### src/hw/rtl/bfpt_pkg.sv
// ----------------------------------------------------------------------------
// Best-fit partition table package
// Shared widths, operation and status codes, and the word and token types.
// ----------------------------------------------------------------------------
package bfpt_pkg;

	localparam int MAX_PARTS = 64;
	localparam int CNT_W     = $clog2(MAX_PARTS + 1);
	localparam int SIZE_W    = 31;
	localparam int ID_W      = 16;
	localparam int SUM_W     = 37;
	localparam int PARTS_W   = 7;
	localparam int OP_W      = 2;
	localparam int STATUS_W  = 2;

	localparam logic [OP_W-1:0] OP_ADD  = 2'd0;
	localparam logic [OP_W-1:0] OP_FIND = 2'd1;
	localparam logic [OP_W-1:0] OP_USED = 2'd2;
	localparam logic [OP_W-1:0] OP_FREE = 2'd3;

	localparam logic [STATUS_W-1:0] ST_OK   = 2'd0;
	localparam logic [STATUS_W-1:0] ST_MISS = 2'd1;
	localparam logic [STATUS_W-1:0] ST_FULL = 2'd2;

	typedef struct packed {
		logic [OP_W-1:0]   op;
		logic [SIZE_W-1:0] size_in;
		logic [ID_W-1:0]   id_in;
	} req_word_t;

	typedef struct packed {
		logic [STATUS_W-1:0] status;
		logic [ID_W-1:0]     found_id;
		logic [PARTS_W-1:0]  free_parts;
		logic [SUM_W-1:0]    free_bytes;
		logic [SUM_W-1:0]    total_bytes;
	} rsp_word_t;

	// Request token that walks the row of cells, one cell per cycle.
	typedef struct packed {
		logic              act;
		logic [OP_W-1:0]   op;
		logic [SIZE_W-1:0] size;
		logic [ID_W-1:0]   id;
		logic [CNT_W-1:0]  left;
		logic              have;
		logic              chg;
		logic [SIZE_W-1:0] best_size;
		logic [ID_W-1:0]   best_id;
		logic [CNT_W-1:0]  nfree;
	} tok_t;

endpackage

### src/hw/rtl/bfpt_cell.sv
// ----------------------------------------------------------------------------
// Best-fit partition table cell
// Holds one partition entry and updates the passing token for add, find and
// mark requests before handing it to the next cell.
// ----------------------------------------------------------------------------
module bfpt_cell (
	input  logic          clk,
	input  logic          arst_n,
	input  bfpt_pkg::tok_t tok_in,
	output bfpt_pkg::tok_t tok_out
);
	import bfpt_pkg::*;

	logic [SIZE_W-1:0] size_q;
	logic [ID_W-1:0]   id_q;
	logic              free_q;
	tok_t              tok_q;

	tok_t t;
	logic inuse;
	logic wr;
	logic nxt_free;
	logic want;

	always_comb begin
		t        = tok_in;
		wr       = 1'b0;
		nxt_free = free_q;
		want     = (tok_in.op == OP_FREE);
		inuse    = (tok_in.left != '0);
		case (tok_in.op)
			OP_ADD: begin
				if (!inuse && !tok_in.have) begin
					wr     = 1'b1;
					t.have = 1'b1;
				end
			end
			OP_FIND: begin
				if (inuse && free_q && size_q >= tok_in.size &&
				    (!tok_in.have || size_q < tok_in.best_size)) begin
					t.have      = 1'b1;
					t.best_size = size_q;
					t.best_id   = id_q;
				end
			end
			default: begin
				if (inuse && !tok_in.have && id_q == tok_in.id) begin
					t.have = 1'b1;
					if (free_q != want) begin
						nxt_free    = want;
						t.chg       = 1'b1;
						t.best_size = size_q;
					end
				end
			end
		endcase
		if ((inuse && nxt_free) || wr) begin
			t.nfree = tok_in.nfree + CNT_W'(1);
		end
		if (inuse) begin
			t.left = tok_in.left - CNT_W'(1);
		end
	end

	always_ff @(posedge clk) begin
		if (tok_in.act) begin
			if (wr) begin
				size_q <= tok_in.size;
				id_q   <= tok_in.id;
				free_q <= 1'b1;
			end else begin
				free_q <= nxt_free;
			end
		end
	end

	always_ff @(posedge clk or negedge arst_n) begin
		if (!arst_n) begin
			tok_q <= '0;
		end else begin
			tok_q <= t;
		end
	end

	assign tok_out = tok_q;

endmodule

### config.mk
export PLATFORM = sky130hd
export DESIGN_NAME = bfpt_cell
export DESIGN_NICKNAME = d
export VERILOG_FILES = /design/src/hw/rtl/bfpt_pkg.sv /design/src/hw/rtl/bfpt_cell.sv
export SDC_FILE = /design/constraint.sdc
export NUM_CORES = 1
export LEC_CHECK = 0
export CAP_MARGIN = 20
export CORE_ASPECT_RATIO = 1.4
export CORE_MARGIN = 2
export CORE_UTILIZATION = 55
export CTS_CLUSTER_DIAMETER = 150
export DETAILED_ROUTE_END_ITERATION = 6
export DONT_BUFFER_PORTS = 1
export GPL_TIMING_DRIVEN = 0
export PLACE_DENSITY_LB_ADDON = 0.15
export REMOVE_ABC_BUFFERS = 1
export SYNTH_ARGS = -nofsm -noshare
export SYNTH_HDL_FRONTEND = slang
export SYNTH_SLANG_ARGS = --single-unit
### constraint.sdc
create_clock -name clk -period 6.1 [get_ports clk]
set_input_delay 0.305 -clock clk [delete_from_list [all_inputs] [get_ports clk]]
set_output_delay 0.305 -clock clk [all_outputs]
set_load 0.005 [all_outputs]
==> run_results.csv, run 1 <==
group,metric,value,unit
floorplanning,rows,48,
critical_path,cp-end-kind,"register",
clock_network,cts_num_sinks,161,
synthesis,ys_types,42,
power_and_ir_drop,vdd_ir_drop_max,0.1849,mV
layout,finish.utilization,68.19,%
clock_network,cts_tree,"built",
timing,finalHoldViolations,0,
drt,drtIter0Drc,105,
clock_network,clk_pin_slew,70,ps
timing,drv_slew,0,
critical_path,slowest_delay,550,ps
synthesis,synth.avg_cell_area,13.54,um2
run,drv_cap,0,
clock_network,cts_buffer_depth,2,
timing,period_share,50.71,%
run_status,status,"complete, no violations",
critical_path,rr_endpoint,"tok_out[47]",
layout,nNetsFinal,770,
synthesis,synth-seq-cells,161,
drt,wl,15310,um
placement,port_buffers,0,
drt,avgRoutedWirePerCell,20.28,um
drt,avgViaCountPerCell,5.608,
placement,dpl.hpwl,10380,um
placement,dp.cells,662,
global_routing,gr-total-overflow,0,
global_routing,grt_pass1_wl,23780,um
synthesis,synth_xor_area_share,3.544,%
drt,vias,4234,
drt,drtAntennaViolNets,0,
synthesis,synth.mux.area_fraction,7.955,%
min_path,hp-start,"tok_in[24]",
layout,fillCellCount,876,
min_path,whs_path_depth,1,
synthesis,synth-simple-area-share,6.328,%
floorplanning,core-area,0.01231,mm2
critical_path,required,6380,ps
clock_network,ctsResizeCount,0,
critical_path,critical_path_class,"register to register",
layout,fin_cells,755,
drt,drc_errors,0,
timing,setup_viol,0,
critical_path,crit_family,"compound AO/OA/AOI/OAI gates",
timing,whs,20.19,ps
critical_path,ff2ff_path_depth,9,
critical_path,slowest_stage,"o41ai_1",
critical_path,cp_cell_sequence,"ha_1 -> a211oi_1 -> o21ai_0 -> a21oi_1 -> o41ai_1 -> a221oi_1 -> a21oi_4 -> buf_16 -> mux2_1",
synthesis,synth_top_area_cell,"dfrtp_1",
synthesis,syn_area,0.006920,mm2
drt,first_pass_iters,4,
synthesis,synth.area.top_cells,"dfrtp_1 41%, edfxtp_1 21%, ha_1 11%, mux2_1 6.7%, inv_1 3.5%",
clock_network,clk_latency,410,ps
placement,pre_cts_slack,2965,ps
synthesis,synth_top_family_by_area,"adder cells",
global_routing,grt_pass1_vias,4673,
critical_path,reg2reg_setup_slack,3010,ps
timing,setup_tns,0,ps
layout,area_growth,21.32,%
floorplanning,start_util,56.21,%
clock_network,post_cts_buffers,0,
floorplanning,die_area,0.01351,mm2
clock_network,h-tree-depth,4,
timing,post-route-min-period,3093,ps
timing,skew,9.733,ps
min_path,holdPathEnd,"tok_out[24]",
timing,slew_headroom,46.69,%
critical_path,crit_buf_inv,1,
clock_network,holdBufCountCts,61,
synthesis,synth_compound_area_share,5.099,%
floorplanning,fp.dieW,98.80,um
synthesis,synth_top_area_share,40.86,%
floorplanning,dieHeight,136.7,um
synthesis,synthArstFlopShare,70.19,%
layout,num_antenna_cells,0,
critical_path,rr_startpoint,"size_q[4]",
timing,rsz0062_at_grt,"no",
synthesis,ys_warn_count,0,
power_and_ir_drop,p_per_area,286.4,mW/mm2
placement,place_congestion,0.7918,
synthesis,synth_ff_type,"dfrtp_1",
timing,max_clock_freq,0.3233,GHz
layout,drive_gt1_share,9.091,%
synthesis,ys_seq_area_share,61.69,%
power_and_ir_drop,p_leak,3.710,nW
synthesis,yosysMostFrequentCell,"dfrtp_1",
synthesis,synth_common_cells,"113 x dfrtp_1, 65 x inv_1, 63 x ha_1",
synthesis,synthAdderAreaFrac,11.39,%
global_routing,antenna_found_initial,0,
critical_path,startpoint_type,"register",
min_path,hold_path_class,"input port to register",
clock_network,clockRootBuffer,"clkbuf_16",
synthesis,syn_inst,511,
critical_path,worstPathArrival,3380,ps
synthesis,synth_edf_count,48,
timing,tightest_slew,792.4,ps
timing,postLayoutSetupSlackWorst,3007,ps
clock_network,cts_buffers,17,
global_routing,grt_util_all_layers,23.12,%
critical_path,worstPathMaxFanout,20,
global_routing,grt_max_degree,114,
floorplanning,io_pins,228,
-- worst max path at each step --
stage,start,end,cells after the start
2_1_floorplan,tok_in[56],id_q[0],6
3_3_place_gp,tok_in[56],size_q[3],6
3_5_place_dp,size_q[4],tok_out[47],9
4_1_cts,size_q[4],tok_out[47],9
5_1_grt,size_q[4],tok_out[35],9
6_report,size_q[4],tok_out[47],9
-- kinds of logic after synthesis --
| logic type | count (synthesis) |
|---|---|
| flip-flops | 161 |
| buffers and inverters | 70 |
| AO/OA/AOI/OAI | 53 |
| AND/OR/NAND/NOR | 87 |
| multiplexers | 49 |
| adder cells (fa/ha/maj) | 63 |
| XOR/XNOR | 28 |
-- layout make-up --
class / instances / area, um2 / area share [%]
clock buffer: 17 / 425.4 / 5.067
timing repair buffer: 67 / 711.9 / 8.480
clock inverter: 15 / 170.2 / 2.027
multi-input combinational: 280 / 2387 / 28.44
sequential: 161 / 4269 / 50.85
inverter: 65 / 244.0 / 2.906
tap: 150 / 187.7 / 2.235
-- metal layers --
metal	routed length, um	part of all wire, %	global-route usage, %	vias to the layer above
met5	0	0	0	-
li1	-	-	-	1954
met4	240	1.6	7.534	0
met2	8200	54	40.73	159
met3	1257	8.2	8.733	17
met1	5612	37	25.80	2104
-- power breakdown --
part	switching, mW	internal [mW]	total [mW]
registers	0.0275	1.16	1.18
clock network	0.455	0.615	1.07
logic	0.0737	0.0763	0.150
total	0.556	1.85	2.40
-- placed cells by master (no fill, tap or decap), drive strengths merged, types with 3 or more instances in the layout --
cell,n
edfxtp,48
a211oi,6
nand3,7
nand2,24
dfrtp,113
nor3,4
nor4,4
xnor2,16
nor2,21
o21ai,8
a21oi,23
xor2,12
clkinvlp,4
dlygate4sd3,60
and3,3
nand4,13
buf,7
clkbuf,17
mux2,48
a221oi,3
inv,72
or3,4
ha,63
-- state kept, by name, indices dropped and copies added, names as in the netlist --
name / count
id_q: 16
tok_out: 113
free_q: 1
size_q: 31
-- metrics by stage --
step | cell area [um2] | power [mW]
after floorplan | 6888 | 1.274
after global placement | 7076 | 1.297
after detailed placement | 7172 | 1.302
after CTS | 8396 | 2.430
after global routing | 8396 | 2.496
final | 8396 | 2.405
Note: power is estimated with default switching activity, not from simulation.
==> run 2, diff against run 1 <==
Clock period 6.1 ns to 2.5 ns, I/O delays scaled along.
==> run_results.csv, run 2 (synthesis gave the netlist of run 1 again) <==
group,metric,value,unit
run_status,status,"finished with violations",
run_status,violations,"hold timing, setup timing",
critical_path,worstPathArrival,3060,ps
floorplanning,core-area,0.01231,mm2
global_routing,grt_util_all_layers,26.78,%
drt,drc_errors,0,
critical_path,required,2800,ps
timing,max_clock_freq,0.3620,GHz
placement,dp.cells,662,
clock_network,clockRootBuffer,"clkbuf_16",
timing,rsz0062_at_grt,"yes",
layout,fin_cells,833,
placement,place_congestion,0.7918,
timing,setup_viol,47,
critical_path,critical_path_class,"register to register",
global_routing,grt_pass1_wl,27410,um
floorplanning,start_util,56.21,%
power_and_ir_drop,p_per_area,631.7,mW/mm2
timing,postLayoutSetupSlackWorst,-262.4,ps
critical_path,cp-end-kind,"register",
drt,vias,4634,
placement,place_area,0.007172,mm2
power_and_ir_drop,vdd_ir_drop_max,0.4511,mV
layout,drive_gt1_share,19.03,%
critical_path,worstPathMaxFanout,5,
drt,drtAntennaViolNets,0,
layout,multiInputGateArea,0.002721,mm2
floorplanning,dieHeight,136.7,um
timing,post-route-min-period,2762,ps
run,drv_cap,0,
drt,avgViaCountPerCell,5.563,
clock_network,h-tree-depth,4,
drt,first_pass_iters,4,
clock_network,cts_buffer_depth,2,
drt,drtIter0Drc,163,
timing,period_share,110.5,%
layout,nNetsFinal,848,
power_and_ir_drop,p_leak,4.295,nW
layout,final_common_cell,"dlygate4sd3_1",
clock_network,clk_pin_slew,70,ps
min_path,hold_path_class,"input port to asynchronous set/reset pin",
floorplanning,die_area,0.01351,mm2
placement,dpl.hpwl,10380,um
layout,finish.utilization,77.34,%
layout,stdcell_area,0.009522,mm2
floorplanning,fp.dieW,98.80,um
critical_path,startpoint_type,"register",
layout,num_antenna_cells,0,
timing,drv_slew,0,
clock_network,cts_num_sinks,161,
drt,wl,17820,um
global_routing,gr-total-overflow,0,
layout,area.sequential,0.004269,mm2
layout,fillCellCount,725,
global_routing,grt_pass1_vias,5276,
timing,whs,-600.8,ps
timing,tightest_slew,916.1,ps
clock_network,clk_latency,420,ps
timing,skew,10.00,ps
layout,final_cell_mix,"119 x dlygate4sd3_1, 113 x dfrtp_1, 65 x inv_1, 56 x ha_1, 48 x edfxtp_1",
floorplanning,rows,48,
clock_network,cts_buffers,17,
global_routing,antenna_found_initial,0,
clock_network,cts_tree,"built",
placement,port_buffers,0,
global_routing,grt_max_degree,114,
clock_network,holdBufCountCts,119,
timing,slew_headroom,38.36,%
layout,largest_reg_flops,113,
timing,finalHoldViolations,113,
drt,avgRoutedWirePerCell,21.40,um
floorplanning,io_pins,228,
layout,area_growth,37.59,%
-- run 2: changes by cell type in the layout (fill, tap and decap cells not counted), moves of 4 or more --
cell	delta
a211oi_2	+4
ha_1	-7
dlygate4sd3_1	+59
mux2_4	+34
a211oi_1	-4
mux2_1	-34
ha_4	+7
buf_4	+13
-- run 2: final cells by class --
type / instances / area share [%]
clock buffer: 17 / 4.468
multi-input combinational: 280 / 28.58
clock inverter: 15 / 1.787
inverter: 65 / 2.562
sequential: 161 / 44.84
timing repair buffer: 145 / 15.79
tap: 150 / 1.971
-- run 2: worst paths after layout --
kind | startpoint | endpoint | slack (ps) | depth (start not counted)
max | size_q[24] | tok_out[47] | -260 | 11
max reg2reg | size_q[24] | tok_out[47] | -260 | 11
min | arst_n | tok_out[23] | -600 | 0
min reg2reg | id_q[6] | tok_out[13] | 520 | 1
max in group asynchronous | arst_n | tok_out[49] | 2930 | 0
min in group clk | tok_in[1] | tok_out[3] | 20 | 3
-- run 2: stage by stage --
step	TNS (ps)	total power, mW	setup slack, ps
4_1_cts	-6867	6.031	-231.5
6_report	-9738	6.015	-262.4
5_1_grt	-15350	6.218	-401.7
2_1_floorplan	-162490	3.108	-3117
3_3_place_gp	-298690	3.164	-5345
3_5_place_dp	-39260	3.177	-634.8
-- run 2: layer usage --
layer / track usage [%] / routed length, um / vias up
met4: 9.970 / 403 / 0
met5: 0 / 0 / -
met1: 29.07 / 6358 / 2294
met2: 48.57 / 9703 / 202
li1: - / - / 2108
met3: 8.580 / 1358 / 30
-- run 2: worst max-delay path: stages, from the launching register on --
cell	delay [ps]
edfxtp_1	500
ha_4	330
nand4_1	180
nor4_4	290
a22oi_1	130
o211ai_1	140
a221oi_2	110
buf_4	160
a21oi_4	200
buf_6	160
buf_16	130
mux2_4	310
-- run 2: report_power, final --
| part | internal, mW | leakage [nW] | switching, mW |
|---|---|---|---|
| clock | 1.50 | 0.281 | 1.13 |
| sequential | 2.82 | 1.75 | 0.0692 |
| combinational | 0.299 | 2.27 | 0.197 |
| total | 4.62 | 4.29 | 1.39 |
-- run 2: timing repair --
action / CTS / global route
cloned: 4 / 0
endpoints found under the setup margin: 48 / 74
endpoints found under the hold margin: 278 / 113
buffers inserted: 14 / 4
gates resized for setup: 55 / 18
pin swaps: 14 / 10
